==> src/rtl/ihist_pkg.sv <==
// Shared constants, types and word layouts for the interarrival histogram core.
package ihist_pkg;

    // Defaults for the top-level parameters.
    localparam int DEF_NUM_CHANNELS = 4;
    localparam int DEF_NUM_HOURS    = 24;
    localparam int DEF_NUM_BINS     = 100;
    localparam int DEF_COUNT_WIDTH  = 32;

    // Field widths fixed by the word layouts.
    localparam int TIME_W   = 37;
    localparam int CHAN_W   = 2;
    localparam int PW_W     = 16;
    localparam int HOUR_W   = 5;
    localparam int BINF_W   = 7;
    localparam int OUT_CNT_W = 32;

    localparam int S_TDATA_W = 72;
    localparam int M_TDATA_W = 80;
    localparam int M_TUSER_W = 3;

    // Time constants in microseconds.
    localparam logic [TIME_W-1:0] US_PER_HOUR = 37'd3600000000;
    localparam logic [TIME_W-1:0] SPAN_US     = 37'd6000000;

    // A difference below the span fits in this many bits.
    localparam int DSMALL_W = 23;

    // The span is split as 2^PRE_SHIFT * DIV_D so the bin division becomes a
    // shift followed by a reciprocal multiply for the division by the 16-bit DIV_D.
    localparam int PRE_SHIFT = 7;
    localparam int DIV_D     = 46875;
    localparam int DIV_D_W   = 16;

    // Depth of the result queue; must exceed the number of pipeline stages.
    localparam int OQ_DEPTH = 8;
    localparam int OQ_AW    = $clog2(OQ_DEPTH);

    typedef struct packed {
        logic valid;
        logic mode;
        logic hit;
        logic counted;
        logic neg;
        logic over;
        logic ood;
        logic rd_ok;
    } item_ctl_t;

    typedef struct packed {
        logic                  counted;
        logic [HOUR_W-1:0]     hour_index;
        logic [BINF_W-1:0]     bin_index;
        logic                  negative_dt;
        logic                  out_of_day;
        logic [OUT_CNT_W-1:0]  bin_count;
        logic [OUT_CNT_W-1:0]  negative_total;
    } res_t;

endpackage

==> src/rtl/ihist_front.sv <==
// Front stage: pulse filter, per-channel last-time update and negative counter.
module ihist_front #(
    parameter int NUM_CHANNELS = ihist_pkg::DEF_NUM_CHANNELS,
    parameter int NUM_HOURS    = ihist_pkg::DEF_NUM_HOURS,
    parameter int NUM_BINS     = ihist_pkg::DEF_NUM_BINS
) (
    input  logic                               clk,
    input  logic                               rst_n,
    input  logic                               take,
    input  logic                               mode,
    input  logic [ihist_pkg::TIME_W-1:0]       event_time_us,
    input  logic [ihist_pkg::CHAN_W-1:0]       channel,
    input  logic [ihist_pkg::PW_W-1:0]         pulse_width,
    input  logic [ihist_pkg::HOUR_W-1:0]       read_hour,
    input  logic [ihist_pkg::CHAN_W-1:0]       read_channel,
    input  logic [ihist_pkg::BINF_W-1:0]       read_bin,
    input  logic [ihist_pkg::PW_W-1:0]         width_cut,
    output ihist_pkg::item_ctl_t               ctl_o,
    output logic [ihist_pkg::TIME_W-1:0]       time_o,
    output logic [ihist_pkg::DSMALL_W-1:0]     dsmall_o,
    output logic [ihist_pkg::CHAN_W-1:0]       ch_o,
    output logic [ihist_pkg::HOUR_W-1:0]       rh_o,
    output logic [ihist_pkg::CHAN_W-1:0]       rc_o,
    output logic [ihist_pkg::BINF_W-1:0]       rb_o,
    output logic [ihist_pkg::OUT_CNT_W-1:0]    negtot_o
);
    import ihist_pkg::*;

    localparam int CH_AW = (NUM_CHANNELS > 1) ? $clog2(NUM_CHANNELS) : 1;
    localparam logic [TIME_W-1:0] DAY_US = TIME_W'(64'(NUM_HOURS) * 64'(US_PER_HOUR));

    logic [TIME_W-1:0]    last_reg [NUM_CHANNELS];
    logic [OUT_CNT_W-1:0] negcnt_reg;
    logic [OUT_CNT_W-1:0] negcnt_next;
    item_ctl_t            ctl_reg;
    item_ctl_t            ctl_next;

    logic [CH_AW-1:0]     ch_idx;
    logic                 ch_ok;
    logic                 kept;
    logic [TIME_W-1:0]    prev_time;
    logic [TIME_W:0]      delta;

    assign ch_idx = CH_AW'(channel);
    assign ch_ok  = 32'(channel) < NUM_CHANNELS;
    assign kept   = !mode && (pulse_width > width_cut) && ch_ok;
    assign prev_time = ch_ok ? last_reg[ch_idx] : '0;
    assign delta  = {1'b0, event_time_us} - {1'b0, prev_time};

    always_comb
    begin
        ctl_next.valid   = take;
        ctl_next.mode    = mode;
        ctl_next.ood     = kept && (event_time_us > DAY_US);
        ctl_next.hit     = kept && !ctl_next.ood;
        ctl_next.counted = ctl_next.hit && (prev_time != '0);
        ctl_next.neg     = ctl_next.counted && delta[TIME_W];
        ctl_next.over    = !delta[TIME_W] && (delta[TIME_W-1:0] >= SPAN_US);
        ctl_next.rd_ok   = mode && (32'(read_hour) < NUM_HOURS)
                           && (32'(read_channel) < NUM_CHANNELS)
                           && (32'(read_bin) < NUM_BINS + 2);
    end

    // The negative count saturates at all ones.
    always_comb
    begin
        negcnt_next = negcnt_reg;
        if (take && ctl_next.neg && (negcnt_reg != '1))
        begin
            negcnt_next = negcnt_reg + 1'b1;
        end
    end

    always_ff @(posedge clk or negedge rst_n)
    begin
        if (!rst_n)
        begin
            for (int i = 0; i < NUM_CHANNELS; i++)
            begin
                last_reg[i] <= '0;
            end
            negcnt_reg <= '0;
            ctl_reg    <= '0;
        end
        else
        begin
            if (take && ctl_next.hit)
            begin
                last_reg[ch_idx] <= event_time_us;
            end
            negcnt_reg <= negcnt_next;
            ctl_reg    <= ctl_next;
        end
    end

    always_ff @(posedge clk)
    begin
        time_o   <= event_time_us;
        dsmall_o <= delta[DSMALL_W-1:0];
        ch_o     <= channel;
        rh_o     <= read_hour;
        rc_o     <= read_channel;
        rb_o     <= read_bin;
        negtot_o <= negcnt_next;
    end

    assign ctl_o = ctl_reg;

endmodule

==> config.mk <==
export PLATFORM = sky130hd
export DESIGN_NAME = ihist_front
export DESIGN_NICKNAME = d
export VERILOG_FILES = /design/src/rtl/ihist_pkg.sv /design/src/rtl/ihist_front.sv
export SDC_FILE = /design/constraint.sdc
export NUM_CORES = 1
export LEC_CHECK = 0
export ABC_AREA = 1
export BUFFER_PORTS_ARGS = -buffer_cell sky130_fd_sc_hd__buf_2
export CORE_AREA = 2 2 174 176
export DETAILED_ROUTE_END_ITERATION = 12
export DIE_AREA = 0 0 176 178
export PLACE_DENSITY = 0.7
export SETUP_SLACK_MARGIN = 0.02
export SKIP_CTS_REPAIR_TIMING = 1
export SLEW_MARGIN = 20
export SYNTH_ARGS = -nofsm -noshare
export SYNTH_HDL_FRONTEND = slang
export SYNTH_SLANG_ARGS = --single-unit
==> constraint.sdc <==
create_clock -name clk -period 2.6 [get_ports clk]
set_input_delay 0.26 -clock clk [delete_from_list [all_inputs] [get_ports clk]]
set_output_delay 0.26 -clock clk [all_outputs]
set_load 0.05 [all_outputs]
==> impl_results.md <==
- Pre-CTS WS: -0.7625 ns
- Residual DRC: 0
- Initial Utilization: 0.4951
- Commonest non-fill, non-tap cell in the layout: nand2_1
- Yosys reg bits: 296
- Slew @ Worst Pin: 0.7146 ns
- Slew HR: 0.5236
- Fill cells: 2,413
- Peak VDD IR: 946.2 uV
- Leakage: 0.01050 uW
- Diode count: 0
- First-pass GRT wire length: 71,780 um
- Final setup viols: 65
- Unrepaired setup endpoints after global routing: yes
- Distinct cell type count after synthesis: 46
- Area after DPL: between 15,000 and 20,000 sq um
- Skew-Pair Late Insertion Delay: 0.57 ns
- First-pass DRT Iterations: 6
- Final Cycle Share: 1.046
- Post-Synthesis Cells: between 1,500 and 2,000
- Total Routing Usage GR: 0.2875
- Endpoint class of the critical path: register
- DP HPWL: 34,060 um
- Met2 Use GR: 0.4897
- Antenna violations before repair: 0
- Hold crit path type: input port to register
- Die X: 176 um
- Worst Setup Start Kind: register
- Synth Cell Area: 14,560 sq um
- Die height: 178 um
- Global route overflow: 0
- CTS tree: built
- Max_cap viols: 0
- Critical path class: register to register
- Vias after detailed routing: between 10,000 and 15,000
- Post-route setup slack: -0.1184 ns
- Hold WS: 0.02093 ns
- GR met3 Demand/Resource: 0.02899
- Final setup TNS: -4.515 ns
- Clock tree buffer depth: 3
- DR iter-0 viols: 1,251
- Total Die Area: 31,330 sq um
- Vias in the first global route: 13,930
- Root Buffer: clkbuf_16
- Fin crit period: ~2.7 ns
- Gpl congestion: between 0.9 and 1
- Nets: 2,583
- Design area: 20,470 sq um
- Most frequent cells in the layout: nand2_1 (584), inv_1 (265), buf_4 (258)
- Wire per inst: around 16 um
- Crit-path max FO: 3
- PortBufs: 204
- Final hold vios: 0
- Site row count: 63
- Avg Inst Size Synth: 7.555 sq um
- Sink Count: 296
- Post-Route WL: 46,640 um
- Max FFs per register: about 150
- Ys Warns: 0
- Max-slew violation count: 0
- Part of the Yosys area used for sequential elements: 0.4717
- Failing checks: negative setup slack
- Syn-to-layout area delta: 40.64%
- Worst-path clk slew: 0.06 ns
- Grt peak-use layer: met2
- Ports: 205
- Critical Path AT: 3.18 ns
- Req. time, crit path: 3.06 ns
- Via density: 5.100
- Antenna Nets Post-Route: 0
- Layout cells sized above 1: 0.2890
- Power Density: 852.7 nW/um^2
- Total Power: 17,460 uW
- Clock skew: approximately 0.013 ns
- Syn_nets: 2,071
- H-tree depth: 1
- Max Freq: 0.3679 GHz
- Met1 usage: 0.3865
- Status: finished, violations left
- Num CTS Buffers: 31
- Largest net degree at the start of global routing: 72
- Std-Cell Core Area: 29,400 sq um
-- layer usage --
| metal | vias to the layer above | wire [um] |
|---|---|---|
| met1 | 6803 | 19560 |
| met4 | 0 | 1615 |
| met3 | 102 | 2770 |
| met5 | - | 0 |
| met2 | 514 | 22700 |
| li1 | 7137 | - |
-- where the power goes --
part / internal [uW] / switching (uW)
Sequential: 5560 / 359
Clock: 2660 / 1850
Combinational: 2800 / 4230
Total: 11000 / 6440
-- cell families after synthesis --
logic type	share of synthesized area
compound gates	0.1185
buf+inv	0.09033
xor+xnor	0.02527
fa+ha+maj	0.04779
flops	0.4717
simple gates	0.2464
-- final cells by class --
cell class / instances / area, sq um / share of cell area
clock buffers: 47 / 999.7 / 0.04883
well taps: 390 / 488.0 / 0.02383
repair buffers: 531 / 3887 / 0.1899
inverters: 279 / 1057 / 0.05164
multi-input cells: 1300 / 7101 / 0.3468
flip-flops and latches: 296 / 6867 / 0.3354
clock inverters: 11 / 75.07 / 0.003667
-- synthesized netlist by cell type (all sizes together) --
library cell  count  area, sq um
nor3b             1        7.510
dfxtp           108         2162
o221ai            9        78.83
o31ai             1        7.510
nand3b            4        30.03
a31oi             1        6.260
and2              1        6.260
inv             278         1044
a211o             1        8.760
nand2           632         2385
o21ai           163        815.8
a21oi            51        255.2
a21boi            1        7.510
buf              31        187.7
o21bai            5        37.54
a22oi            20        150.1
o2111ai           1        8.760
o22ai            29        181.4
nand4            14        87.58
clkinv            1        3.750
a21o              1        7.510
fa                1        20.02
nand3            52        260.3
xor2             32        280.3
dfrtp           188         4705
clkbuf           21        80.07
xnor2            10        87.58
nor3             27        135.1
nor4             11        68.82
ha               54        675.7
o211ai            7        52.55
and3              1        6.260
or2               1        6.260
a221oi            2        17.52
o21a             11        82.58
nor2            155        594.3
a211oi            1        7.510
-- worst max-delay path, cell delays in order (launching register included) --
cell and delay, ns:
dfrtp_1 0.32, inv_1 0.06, nor2_1 0.20, a21oi_2 0.07, o221ai_2 0.07, inv_1 0.11, ha_4 0.29, buf_4 0.11
nand2_1 0.06, inv_1 0.12, nand2_2 0.09, buf_4 0.14, nor2_1 0.14, nand2_1 0.09, nand2_1 0.08, nand2_1 0.07
nand3_1 0.07, nand2_1 0.05, nor2_1 0.09, nand2_1 0.06, nor2_1 0.13, nand3_1 0.09, nand2_1 0.07, inv_1 0.03
-- metrics by stage --
stage	std cells	utilization
global placement	2743	0.6217
finish	2854	0.6964
detailed placement	2743	0.6217
floorplan	1927	-
global route	2854	0.6964
CTS	2801	0.6583
-- worst paths after layout --
| kind | startpoint | depth (start not counted) | endpoint | slack, ns |
|---|---|---|---|---|
| max | last_reg[85] | 23 | ctl_o[2] | -0.12 |
| min | event_time_us[34] | 2 | time_o[34] | 0.02 |
| max reg2reg | last_reg[85] | 23 | ctl_o[2] | -0.12 |
| min reg2reg | last_reg[126] | 1 | last_reg[126] | 0.50 |
| max in group asynchronous | rst_n | 3 | ctl_o[1] | 1.56 |
| min in group asynchronous | rst_n | 2 | last_reg[68] | 0.29 |
No activity file was read; power rests on OpenSTA's default activity.
