### src/rtl/ihist_pkg.sv
// Shared constants, types and word layouts for the interarrival histogram core.
package ihist_pkg;

    // Defaults for the top-level parameters.
    localparam int DEF_NUM_CHANNELS = 4;
    localparam int DEF_NUM_HOURS    = 24;
    localparam int DEF_NUM_BINS     = 100;
    localparam int DEF_COUNT_WIDTH  = 32;

    // Field widths fixed by the word layouts.
    localparam int TIME_W   = 37;
    localparam int CHAN_W   = 2;
    localparam int PW_W     = 16;
    localparam int HOUR_W   = 5;
    localparam int BINF_W   = 7;
    localparam int OUT_CNT_W = 32;

    localparam int S_TDATA_W = 72;
    localparam int M_TDATA_W = 80;
    localparam int M_TUSER_W = 3;

    // Time constants in microseconds.
    localparam logic [TIME_W-1:0] US_PER_HOUR = 37'd3600000000;
    localparam logic [TIME_W-1:0] SPAN_US     = 37'd6000000;

    // A difference below the span fits in this many bits.
    localparam int DSMALL_W = 23;

    // The span is split as 2^PRE_SHIFT * DIV_D so the bin division becomes a
    // shift followed by a reciprocal multiply for the division by the 16-bit DIV_D.
    localparam int PRE_SHIFT = 7;
    localparam int DIV_D     = 46875;
    localparam int DIV_D_W   = 16;

    // Depth of the result queue; must exceed the number of pipeline stages.
    localparam int OQ_DEPTH = 8;
    localparam int OQ_AW    = $clog2(OQ_DEPTH);

    typedef struct packed {
        logic valid;
        logic mode;
        logic hit;
        logic counted;
        logic neg;
        logic over;
        logic ood;
        logic rd_ok;
    } item_ctl_t;

    typedef struct packed {
        logic                  counted;
        logic [HOUR_W-1:0]     hour_index;
        logic [BINF_W-1:0]     bin_index;
        logic                  negative_dt;
        logic                  out_of_day;
        logic [OUT_CNT_W-1:0]  bin_count;
        logic [OUT_CNT_W-1:0]  negative_total;
    } res_t;

endpackage

### src/rtl/ihist_binner.sv
// Hour lookup and three-stage constant division of the time difference into a bin.
module ihist_binner #(
    parameter int NUM_HOURS = ihist_pkg::DEF_NUM_HOURS,
    parameter int NUM_BINS  = ihist_pkg::DEF_NUM_BINS
) (
    input  logic                                   clk,
    input  logic                                   rst_n,
    input  ihist_pkg::item_ctl_t                   ctl_i,
    input  logic [ihist_pkg::TIME_W-1:0]           time_i,
    input  logic [ihist_pkg::DSMALL_W-1:0]         dsmall_i,
    input  logic [ihist_pkg::CHAN_W-1:0]           ch_i,
    input  logic [ihist_pkg::HOUR_W-1:0]           rh_i,
    input  logic [ihist_pkg::CHAN_W-1:0]           rc_i,
    input  logic [ihist_pkg::BINF_W-1:0]           rb_i,
    input  logic [ihist_pkg::OUT_CNT_W-1:0]        negtot_i,
    output ihist_pkg::item_ctl_t                   ctl_o,
    output logic [ihist_pkg::HOUR_W-1:0]           hour_o,
    output logic [ihist_pkg::CHAN_W-1:0]           ch_o,
    output logic [$clog2(NUM_BINS + 2)-1:0]        bin_sel_o,
    output logic [ihist_pkg::BINF_W-1:0]           bin_out_o,
    output logic [ihist_pkg::OUT_CNT_W-1:0]        negtot_o
);
    import ihist_pkg::*;

    localparam int BW    = $clog2(NUM_BINS + 2);
    localparam int NBW   = $clog2(NUM_BINS + 1);
    localparam int PW    = DSMALL_W + NBW;
    localparam int XW    = $clog2(DIV_D * NUM_BINS);
    localparam longint unsigned RECIP = (64'd1 << XW) / 64'(DIV_D);
    localparam int MW    = $clog2(RECIP + 1);
    localparam int QW    = $clog2(NUM_BINS);

    // Stage 1: hour and the pre-shifted scaled difference.
    item_ctl_t            s1_ctl_reg;
    logic [HOUR_W-1:0]    s1_hour_reg;
    logic [CHAN_W-1:0]    s1_ch_reg;
    logic [BINF_W-1:0]    s1_rb_reg;
    logic [OUT_CNT_W-1:0] s1_negtot_reg;
    logic [XW-1:0]        s1_x_reg;

    // Stage 2: quotient estimate.
    item_ctl_t            s2_ctl_reg;
    logic [HOUR_W-1:0]    s2_hour_reg;
    logic [CHAN_W-1:0]    s2_ch_reg;
    logic [BINF_W-1:0]    s2_rb_reg;
    logic [OUT_CNT_W-1:0] s2_negtot_reg;
    logic [XW-1:0]        s2_x_reg;
    logic [QW-1:0]        s2_q0_reg;

    // Stage 3: final bin.
    item_ctl_t            s3_ctl_reg;
    logic [HOUR_W-1:0]    s3_hour_reg;
    logic [CHAN_W-1:0]    s3_ch_reg;
    logic [BW-1:0]        s3_bin_reg;
    logic [BINF_W-1:0]    s3_bout_reg;
    logic [OUT_CNT_W-1:0] s3_negtot_reg;

    logic [NUM_HOURS-1:0] past_hour;
    logic [HOUR_W-1:0]    hour_calc;
    logic [HOUR_W-1:0]    s1_hour_next;
    logic [CHAN_W-1:0]    s1_ch_next;
    logic [PW-1:0]        scaled;
    logic [XW+MW-1:0]     recip_prod;
    logic [QW+DIV_D_W-1:0] q0_times_d;
    logic [XW-1:0]        rem;
    logic [QW-1:0]        q_fix;
    logic [BW-1:0]        bin_next;
    logic [BINF_W-1:0]    bout_next;

    // An exact hour boundary belongs to the earlier hour, hence the strict compare.
    always_comb
    begin
        past_hour = '0;
        for (int k = 1; k < NUM_HOURS; k++)
        begin
            past_hour[k] = time_i > TIME_W'(64'(k) * 64'(US_PER_HOUR));
        end
    end

    assign hour_calc = HOUR_W'($countones(past_hour));

    always_comb
    begin
        if (ctl_i.mode)
        begin
            s1_hour_next = rh_i;
            s1_ch_next   = rc_i;
        end
        else
        begin
            s1_hour_next = ctl_i.hit ? hour_calc : '0;
            s1_ch_next   = ch_i;
        end
    end

    assign scaled     = PW'(dsmall_i) * PW'(NUM_BINS);
    assign recip_prod = (XW + MW)'(s1_x_reg) * (XW + MW)'(RECIP);
    assign q0_times_d = (QW + DIV_D_W)'(s2_q0_reg) * (QW + DIV_D_W)'(DIV_D);
    assign rem        = s2_x_reg - XW'(q0_times_d);
    assign q_fix      = (rem >= XW'(DIV_D)) ? s2_q0_reg + 1'b1 : s2_q0_reg;

    always_comb
    begin
        if (s2_ctl_reg.mode)
        begin
            bin_next  = BW'(s2_rb_reg);
            bout_next = s2_rb_reg;
        end
        else
        begin
            if (s2_ctl_reg.neg)
            begin
                bin_next = '0;
            end
            else if (s2_ctl_reg.over)
            begin
                bin_next = BW'(NUM_BINS + 1);
            end
            else
            begin
                bin_next = BW'(q_fix) + 1'b1;
            end
            bout_next = s2_ctl_reg.counted ? BINF_W'(bin_next) : '0;
        end
    end

    always_ff @(posedge clk or negedge rst_n)
    begin
        if (!rst_n)
        begin
            s1_ctl_reg <= '0;
            s2_ctl_reg <= '0;
            s3_ctl_reg <= '0;
        end
        else
        begin
            s1_ctl_reg <= ctl_i;
            s2_ctl_reg <= s1_ctl_reg;
            s3_ctl_reg <= s2_ctl_reg;
        end
    end

    always_ff @(posedge clk)
    begin
        s1_hour_reg   <= s1_hour_next;
        s1_ch_reg     <= s1_ch_next;
        s1_rb_reg     <= rb_i;
        s1_negtot_reg <= negtot_i;
        s1_x_reg      <= XW'(scaled >> PRE_SHIFT);

        s2_hour_reg   <= s1_hour_reg;
        s2_ch_reg     <= s1_ch_reg;
        s2_rb_reg     <= s1_rb_reg;
        s2_negtot_reg <= s1_negtot_reg;
        s2_x_reg      <= s1_x_reg;
        s2_q0_reg     <= QW'(recip_prod >> XW);

        s3_hour_reg   <= s2_hour_reg;
        s3_ch_reg     <= s2_ch_reg;
        s3_bin_reg    <= bin_next;
        s3_bout_reg   <= bout_next;
        s3_negtot_reg <= s2_negtot_reg;
    end

    assign ctl_o     = s3_ctl_reg;
    assign hour_o    = s3_hour_reg;
    assign ch_o      = s3_ch_reg;
    assign bin_sel_o = s3_bin_reg;
    assign bin_out_o = s3_bout_reg;
    assign negtot_o  = s3_negtot_reg;

endmodule

### config.mk
export PLATFORM = sky130hd
export DESIGN_NAME = ihist_binner
export DESIGN_NICKNAME = d
export VERILOG_FILES = /design/src/rtl/ihist_pkg.sv /design/src/rtl/ihist_binner.sv
export SDC_FILE = /design/constraint.sdc
export NUM_CORES = 1
export LEC_CHECK = 0
export BUFFER_PORTS_ARGS = -buffer_cell sky130_fd_sc_hd__buf_2
export CORE_MARGIN = 8
export CORE_UTILIZATION = 43
export CTS_CLUSTER_SIZE = 25
export DETAILED_ROUTE_END_ITERATION = 10
export GPL_ROUTABILITY_DRIVEN = 0
export PLACE_DENSITY_LB_ADDON = 0.15
export SYNTH_ARGS = -nofsm -noshare
export SYNTH_HDL_FRONTEND = slang
export SYNTH_SLANG_ARGS = --single-unit
### constraint.sdc
create_clock -name clk -period 6.3 [get_ports clk]
set_input_delay 0.315 -clock clk [delete_from_list [all_inputs] [get_ports clk]]
set_output_delay 0.315 -clock clk [all_outputs]
set_load 0.1 [all_outputs]
==> flow_summary_export.csv, run 1 <==
group,metric,value,unit
run_status,status,"completed",
floorplan,floorplan.io_pins,179,
logic_synthesis,fraction_of_the_mapped_netlist_area_in_simple_logic_gates,14.1,%
critical_path,critical_path.cell_chain,"buf_4 -> ha_1 -> xor2_2 -> buf_4 -> ha_1 -> or2_2 -> fa_1 -> fa_1 -> ha_4 -> a211oi_2 -> nand2_2 -> a22oi_4 -> a211o_2 -> nand4_4 -> or3b_4 -> o32ai_4 -> or2_4 -> nand2_1 -> o21ai_1 -> ha_2 -> o2111ai_4 -> a211oi_2 -> or4b_1 -> o211ai_1",
critical_path,arrival,6.51,ns
sta,achievable-frequency,0.164,GHz
logic_synthesis,netlist_top_cells_count,"inv_1, ha_1, dfxtp_1",
layout,insertedDiodeCount,0,
global_route,track_usage,18.7,%
global_route,antenna_violations_before_repair,0,
logic_synthesis,ys_dominant_reg_cell,"dfxtp_1",
logic_synthesis,yosys.area.top_type_share,24.3,%
critical_path,timing_worst_setup_path_type,"flip-flop to flip-flop",
layout,drive_gt1_share,15.7,%
layout,area.sequential,0.00457,mm^2
logic_synthesis,ys_seq_area_share,28.0,%
floorplan,placeableCoreArea,0.0375,mm^2
critical_path,rr_worst_depth,24,
sta,finalHoldViolations,0,
detailed_routing,via_count,13400,
clock_network,cts_sinks,222,
detailed_routing,drt.antenna.violating_nets,0,
min_path,hold_path_class,"input port to flip-flop",
floorplan,rows,71,
layout,filler_cell_count,3553,
logic_synthesis,synth-seq-cells,222,
layout,multiInputGateArea,0.0102,mm^2
placed_design,detailed_placement_wirelength_estimate,34400,um
global_route,first_global_vias,13600,
sta,fin_crit,6.10,ns
logic_synthesis,ys_types,79,
detailed_routing,drt-total-wl,42400,um
logic_synthesis,syn_area,0.0163,mm^2
sta,postLayoutSetupSlackWorst,0.203,ns
clock_network,tritoncts,"done",
critical_path,critPathCaptureType,"flip-flop",
logic_synthesis,post_synth_xor_area_fraction,3.17,%
critical_path,rr_startpoint,"s2_q0_reg[5]",
floorplan,initial_cell_density_of_the_core,43.4,%
sta,final-setup-viol-count,0,
placed_design,port-buffer-count,178,
critical_path,required_worst_endpoint,6.72,ns
floorplan,floorplan.die.height,211,um
sta,fin_worst_skew,0.0184,ns
sta,final_max_slew_viol_count,0,
global_route,grt_overflow,0,
sta,max_slew.worst_pin.slew,0.623,ns
logic_synthesis,area_fraction_in_compound_gates_after_synthesis,12.4,%
min_path,hold_path_startpoint,"ctl_i[6]",
logic_synthesis,post_synth.cell_area_avg,8.92,um^2
min_path,hold_end,"s1_ctl_reg[6]",
placed_design,preCtsSetupSlack,0.0610,ns
logic_synthesis,mappedNetlistNets,2284,
logic_synthesis,synthDominantAreaCellType,"dfxtp_1",
logic_synthesis,dominant_combinational_cell_family_by_area_after_synthesis,"adder cells",
detailed_routing,routed_via_density,5.13,
logic_synthesis,synth_edf_count,0,
global_route,largest_net_degree_at_the_start_of_global_routing,25,
floorplan,dieWidth,211,um
critical_path,worst-path-max-fanout,7,
critical_path,r2r-end,"bin_sel_o[6]",
detailed_routing,drt_pass1_iterations,6,
clock_network,cts_inserted_buffers,23,
min_path,hold_depth,1,
detailed_routing,drt_iter0_markers,1421,
clock_network,worst_skew_pair.late_latency,0.52,ns
layout,synthToLayoutAreaGrowth,19.7,%
floorplan,design.die.area,0.0443,mm^2
sta,slew_headroom,57.4,%
critical_path,ff2ff_setup_slack,0.20,ns
detailed_routing,detail_route.drc_violations,0,
sta,timing.final.crit_share,96.8,%
detailed_routing,routedWlPerCell,16.2,um
logic_synthesis,synth_fa_ha_area_share,31.5,%
global_route,grt_pass1_wl,68800,um
job,max_cap_viol_count,0,
logic_synthesis,post_synth_mux_area_share,0.392,%
critical_path,critPathLaunchType,"flip-flop",
clock_network,root_buffer,"clkbuf_16",
layout,final_net_count,2543,
logic_synthesis,synth.most_common_cell,"inv_1",
critical_path,critical_path.slowest_cell,"fa_1",
logic_synthesis,synth-async-reset-ratio,10.8,%
logic_synthesis,netlist_top_cells_area,"dfxtp_1, ha_1, fa_1",
logic_synthesis,syn-instance-count,1825,
logic_synthesis,yosys_warnings,0,
clock_network,clock_tree.htree_level_count,1,
critical_path,max_stage_delay,0.57,ns
clock_network,clk_transition_reported_paths,0.06,ns
clock_network,clock_path_buffers,3,
==> placed cells by master, fill, tap and decap left out, types with 27 or more instances in the layout <==
| cell type | n |
|---|---|
| a21oi_1 | 86 |
| fa_1 | 115 |
| o21ai_0 | 59 |
| dfxtp_1 | 196 |
| inv_1 | 388 |
| buf_2 | 178 |
| buf_4 | 63 |
| dlygate4sd3_1 | 51 |
| nand2_1 | 99 |
| nand3_1 | 37 |
| xnor2_1 | 33 |
| nor4_1 | 27 |
| nand4_1 | 31 |
| nor2_1 | 93 |
| ha_1 | 217 |
| nor3_1 | 42 |
==> logic make-up (layout without fill, tap and decap cells) <==
group / Yosys count / after routing
buffers and inverters: 449 / 725
AND/OR/NAND/NOR: 444 / 444
adder cells (fa/ha/maj): 341 / 341
AO/OA/AOI/OAI: 304 / 304
flip-flops: 222 / 222
XOR/XNOR: 59 / 59
multiplexers: 6 / 6
==> area by class of cell <==
cell class                 count  share of cell area, %
multi-input combinational   1154                   52.1
sequential                   222                   23.4
timing repair buffer         294                   9.73
inverter                     389                   7.49
clock buffer                  30                   3.30
tap                          511                   3.28
clock inverter                12                  0.648
==> worst max-delay path, delay by kind of cell, from the launching register on <==
kind	cells	cell delay (ns)
adders and majority gates	6	1.91
and+or+nand+nor	7	1.65
AOI/OAI and AO/OA	8	1.62
DFF	1	0.32
buffers and inverters	2	0.30
xor gates and xnor gates	1	0.18
==> metrics by stage <==
stage               area [um^2]  instances  setup TNS [ns]  util (%)  hold WS [ns]
finish                    19500       2612               0      52.0        0.0370
floorplan                 16300       1825               0         -        0.0194
global route              19500       2612         -0.0453      52.0        0.0225
CTS                       19300       2607               0      51.5        0.0206
detailed placement        18000       2514               0      48.1         0.312
global placement          18000       2514               0      48.1         0.310
==> worst max path at each step <==
stage	end	start	cells after the start
5_1_grt	bin_sel_o[6]	s2_q0_reg[5]	24
2_1_floorplan	bin_sel_o[6]	s2_q0_reg[5]	24
3_5_place_dp	bin_sel_o[6]	s2_q0_reg[6]	26
6_report	bin_sel_o[6]	s2_q0_reg[5]	24
3_3_place_gp	s1_hour_reg[4]	time_i[6]	20
4_1_cts	bin_sel_o[6]	s2_q0_reg[6]	26
==> what timing repair did <==
item / in CTS / in global routing
resized for setup: 0 / 32
setup endpoints to repair: 0 / 8
setup buffers: 0 / 5
hold endpoints to repair: 74 / 0
hold buffers: 51 / 0
==> layer usage <==
metal	vias to the layer above	GRT usage, %	part of all wire (%)
li1	6562	-	-
met1	6145	24.3	43
met2	560	31.0	46
met3	135	2.70	6.8
met4	0	7.22	4.4
met5	-	0	0
Power of run 1 is not shown: default switching activity piles up to over one toggle a cycle in this logic, so the estimate is an artifact.
==> run 2, diff against run 1 <==
--- a/config.mk
+++ b/config.mk
@@ -6,8 +6,10 @@
 export NUM_CORES = 1
 export LEC_CHECK = 0
 export BUFFER_PORTS_ARGS = -buffer_cell sky130_fd_sc_hd__buf_2
+export CELL_PAD_IN_SITES_DETAIL_PLACEMENT = 0
+export CELL_PAD_IN_SITES_GLOBAL_PLACEMENT = 1
 export CORE_MARGIN = 8
-export CORE_UTILIZATION = 43
+export CORE_UTILIZATION = 42
 export CTS_CLUSTER_SIZE = 25
 export DETAILED_ROUTE_END_ITERATION = 10
 export GPL_ROUTABILITY_DRIVEN = 0
==> run 2 against run 1 <==
Non-clock buffer count increased by 10. Die area rose by 2.2%. Core utilization down 0.94 points. Routed wire length increased by 1.4%. Register-to-register slack improved by 0.05 ns. Design area up 0.76%. Global-route usage is 0.20 points lower. Critical endpoint unchanged.
==> flow_summary_export.csv, run 2 (same netlist as run 1, synthesis figures left out) <==
group,metric,value,unit
floorplan,dieWidth,213,um
layout,synthToLayoutAreaGrowth,20.6,%
detailed_routing,drt.antenna.violating_nets,0,
critical_path,critPathLaunchType,"flip-flop",
floorplan,floorplan.io_pins,179,
detailed_routing,via_count,13400,
sta,fin_worst_skew,0.0209,ns
clock_network,clock_tree.htree_level_count,1,
detailed_routing,drt_pass1_iterations,5,
detailed_routing,drt_iter0_markers,848,
critical_path,worst-path-max-fanout,6,
run_status,status,"completed",
global_route,antenna_violations_before_repair,0,
sta,fin_crit,6.05,ns
layout,insertedDiodeCount,0,
sta,finalHoldViolations,0,
clock_network,cts_inserted_buffers,23,
critical_path,required_worst_endpoint,6.74,ns
detailed_routing,drt-total-wl,43000,um
global_route,largest_net_degree_at_the_start_of_global_routing,25,
sta,final_max_slew_viol_count,0,
layout,layout.cells.most_common_list,"inv_1, ha_1, dfxtp_1, buf_2, fa_1",
sta,whs,0.0192,ns
placed_design,preCtsSetupSlack,0.0622,ns
sta,final-setup-viol-count,0,
clock_network,clk_transition_reported_paths,0.06,ns
global_route,grt_pass1_wl,68300,um
floorplan,design.die.area,0.0453,mm^2
detailed_routing,routed_via_density,5.09,
global_route,first_global_vias,13500,
sta,achievable-frequency,0.165,GHz
layout,final_net_count,2553,
critical_path,arrival,6.50,ns
sta,slew_headroom,55.6,%
clock_network,tritoncts,"done",
sta,postLayoutSetupSlackWorst,0.250,ns
layout,fraction_of_the_core_area_covered_by_cells_at_the_end_of_the_flow,51.0,%
detailed_routing,routedWlPerCell,16.3,um
sta,timing.final.crit_share,96.0,%
job,max_cap_viol_count,0,
placed_design,port-buffer-count,178,
global_route,grt_overflow,0,
min_path,hold_path_class,"input port to flip-flop",
placed_design,detailed_placement_wirelength_estimate,35100,um
floorplan,floorplan.die.height,213,um
clock_network,clock_path_buffers,3,
floorplan,initial_cell_density_of_the_core,42.3,%
critical_path,timing_worst_setup_path_type,"flip-flop to flip-flop",
clock_network,worst_skew_pair.late_latency,0.53,ns
clock_network,root_buffer,"clkbuf_16",
layout,most_common_cell_after_layout_fill_and_taps_aside,"inv_1",
floorplan,placeableCoreArea,0.0385,mm^2
layout,drive_gt1_share,16.1,%
floorplan,rows,72,
detailed_routing,detail_route.drc_violations,0,
global_route,track_usage,18.5,%
critical_path,critPathCaptureType,"flip-flop",
clock_network,cts_sinks,222,
sta,max_slew.worst_pin.slew,0.660,ns
==> run 2: stage by stage <==
stage / cells / TNS (ns) / instance area (um^2)
after CTS: 2625 / 0 / 19500
after global placement: 2529 / 0 / 18100
final: 2629 / 0 / 19600
after floorplan: 1825 / 0 / 16300
after global routing: 2629 / -0.0421 / 19600
after detailed placement: 2529 / 0 / 18100
==> run 2: area by class of cell <==
| type | count | area (um^2) |
|---|---|---|
| Inverter | 389 | 1460 |
| Clock buffer | 30 | 684 |
| Timing Repair Buffer | 304 | 1980 |
| Sequential cell | 222 | 4570 |
| Fill cell | 3672 | 18800 |
| Multi-Input combinational cell | 1154 | 10200 |
| Clock inverter | 12 | 150 |
| Tap cell | 518 | 648 |
==> run 2: critical path, cell delays in order, from the launching register on <==
cell and delay [ns]:
dfxtp_1 0.34, inv_2 0.06, buf_4 0.15, fa_1 0.50, inv_1 0.05, fa_1 0.47, inv_1 0.05, fa_1 0.46
fa_1 0.54, inv_1 0.07, ha_4 0.27, o21ai_1 0.08, o21bai_2 0.26, a311o_1 0.21, nand4_4 0.12, or3b_4 0.42
o32ai_4 0.39, nor2_2 0.11, xnor2_1 0.23, ha_2 0.25, buf_4 0.11, nand3_2 0.07, a211oi_2 0.21, or4b_1 0.45
o211ai_1 0.10
==> run 2: repair_timing <==
item,in CTS,in global routing
endpoints found under the hold margin,77,0
hold buffers,54,0
endpoints found under the setup margin,0,8
buffers inserted,0,4
resized for setup,0,31
==> run 2: worst paths after layout <==
check | end | cells past startpoint | from | slack, ns
setup / recovery | bin_sel_o[6] | 24 | s2_q0_reg[5] | 0.25
max in group asynchronous | s1_ctl_reg[3] | 2 | rst_n | 5.62
hold / removal | s1_ch_reg[0] | 2 | rc_i[0] | 0.02
hold reg to reg | hour_o[0] | 0 | s2_hour_reg[0] | 0.32
min in group asynchronous | ctl_o[1] | 2 | rst_n | 0.32
setup reg to reg | bin_sel_o[6] | 24 | s2_q0_reg[5] | 0.25
==> run 2: per-layer routing <==
layer	vias up	global-route usage, %	wire length, um
li1	6572	-	-
met1	6255	24.2	18800
met2	454	30.8	19900
met3	97	2.99	2910
met4	0	5.97	1290
met5	-	0	0
Power of run 2 is left out for the same reason.
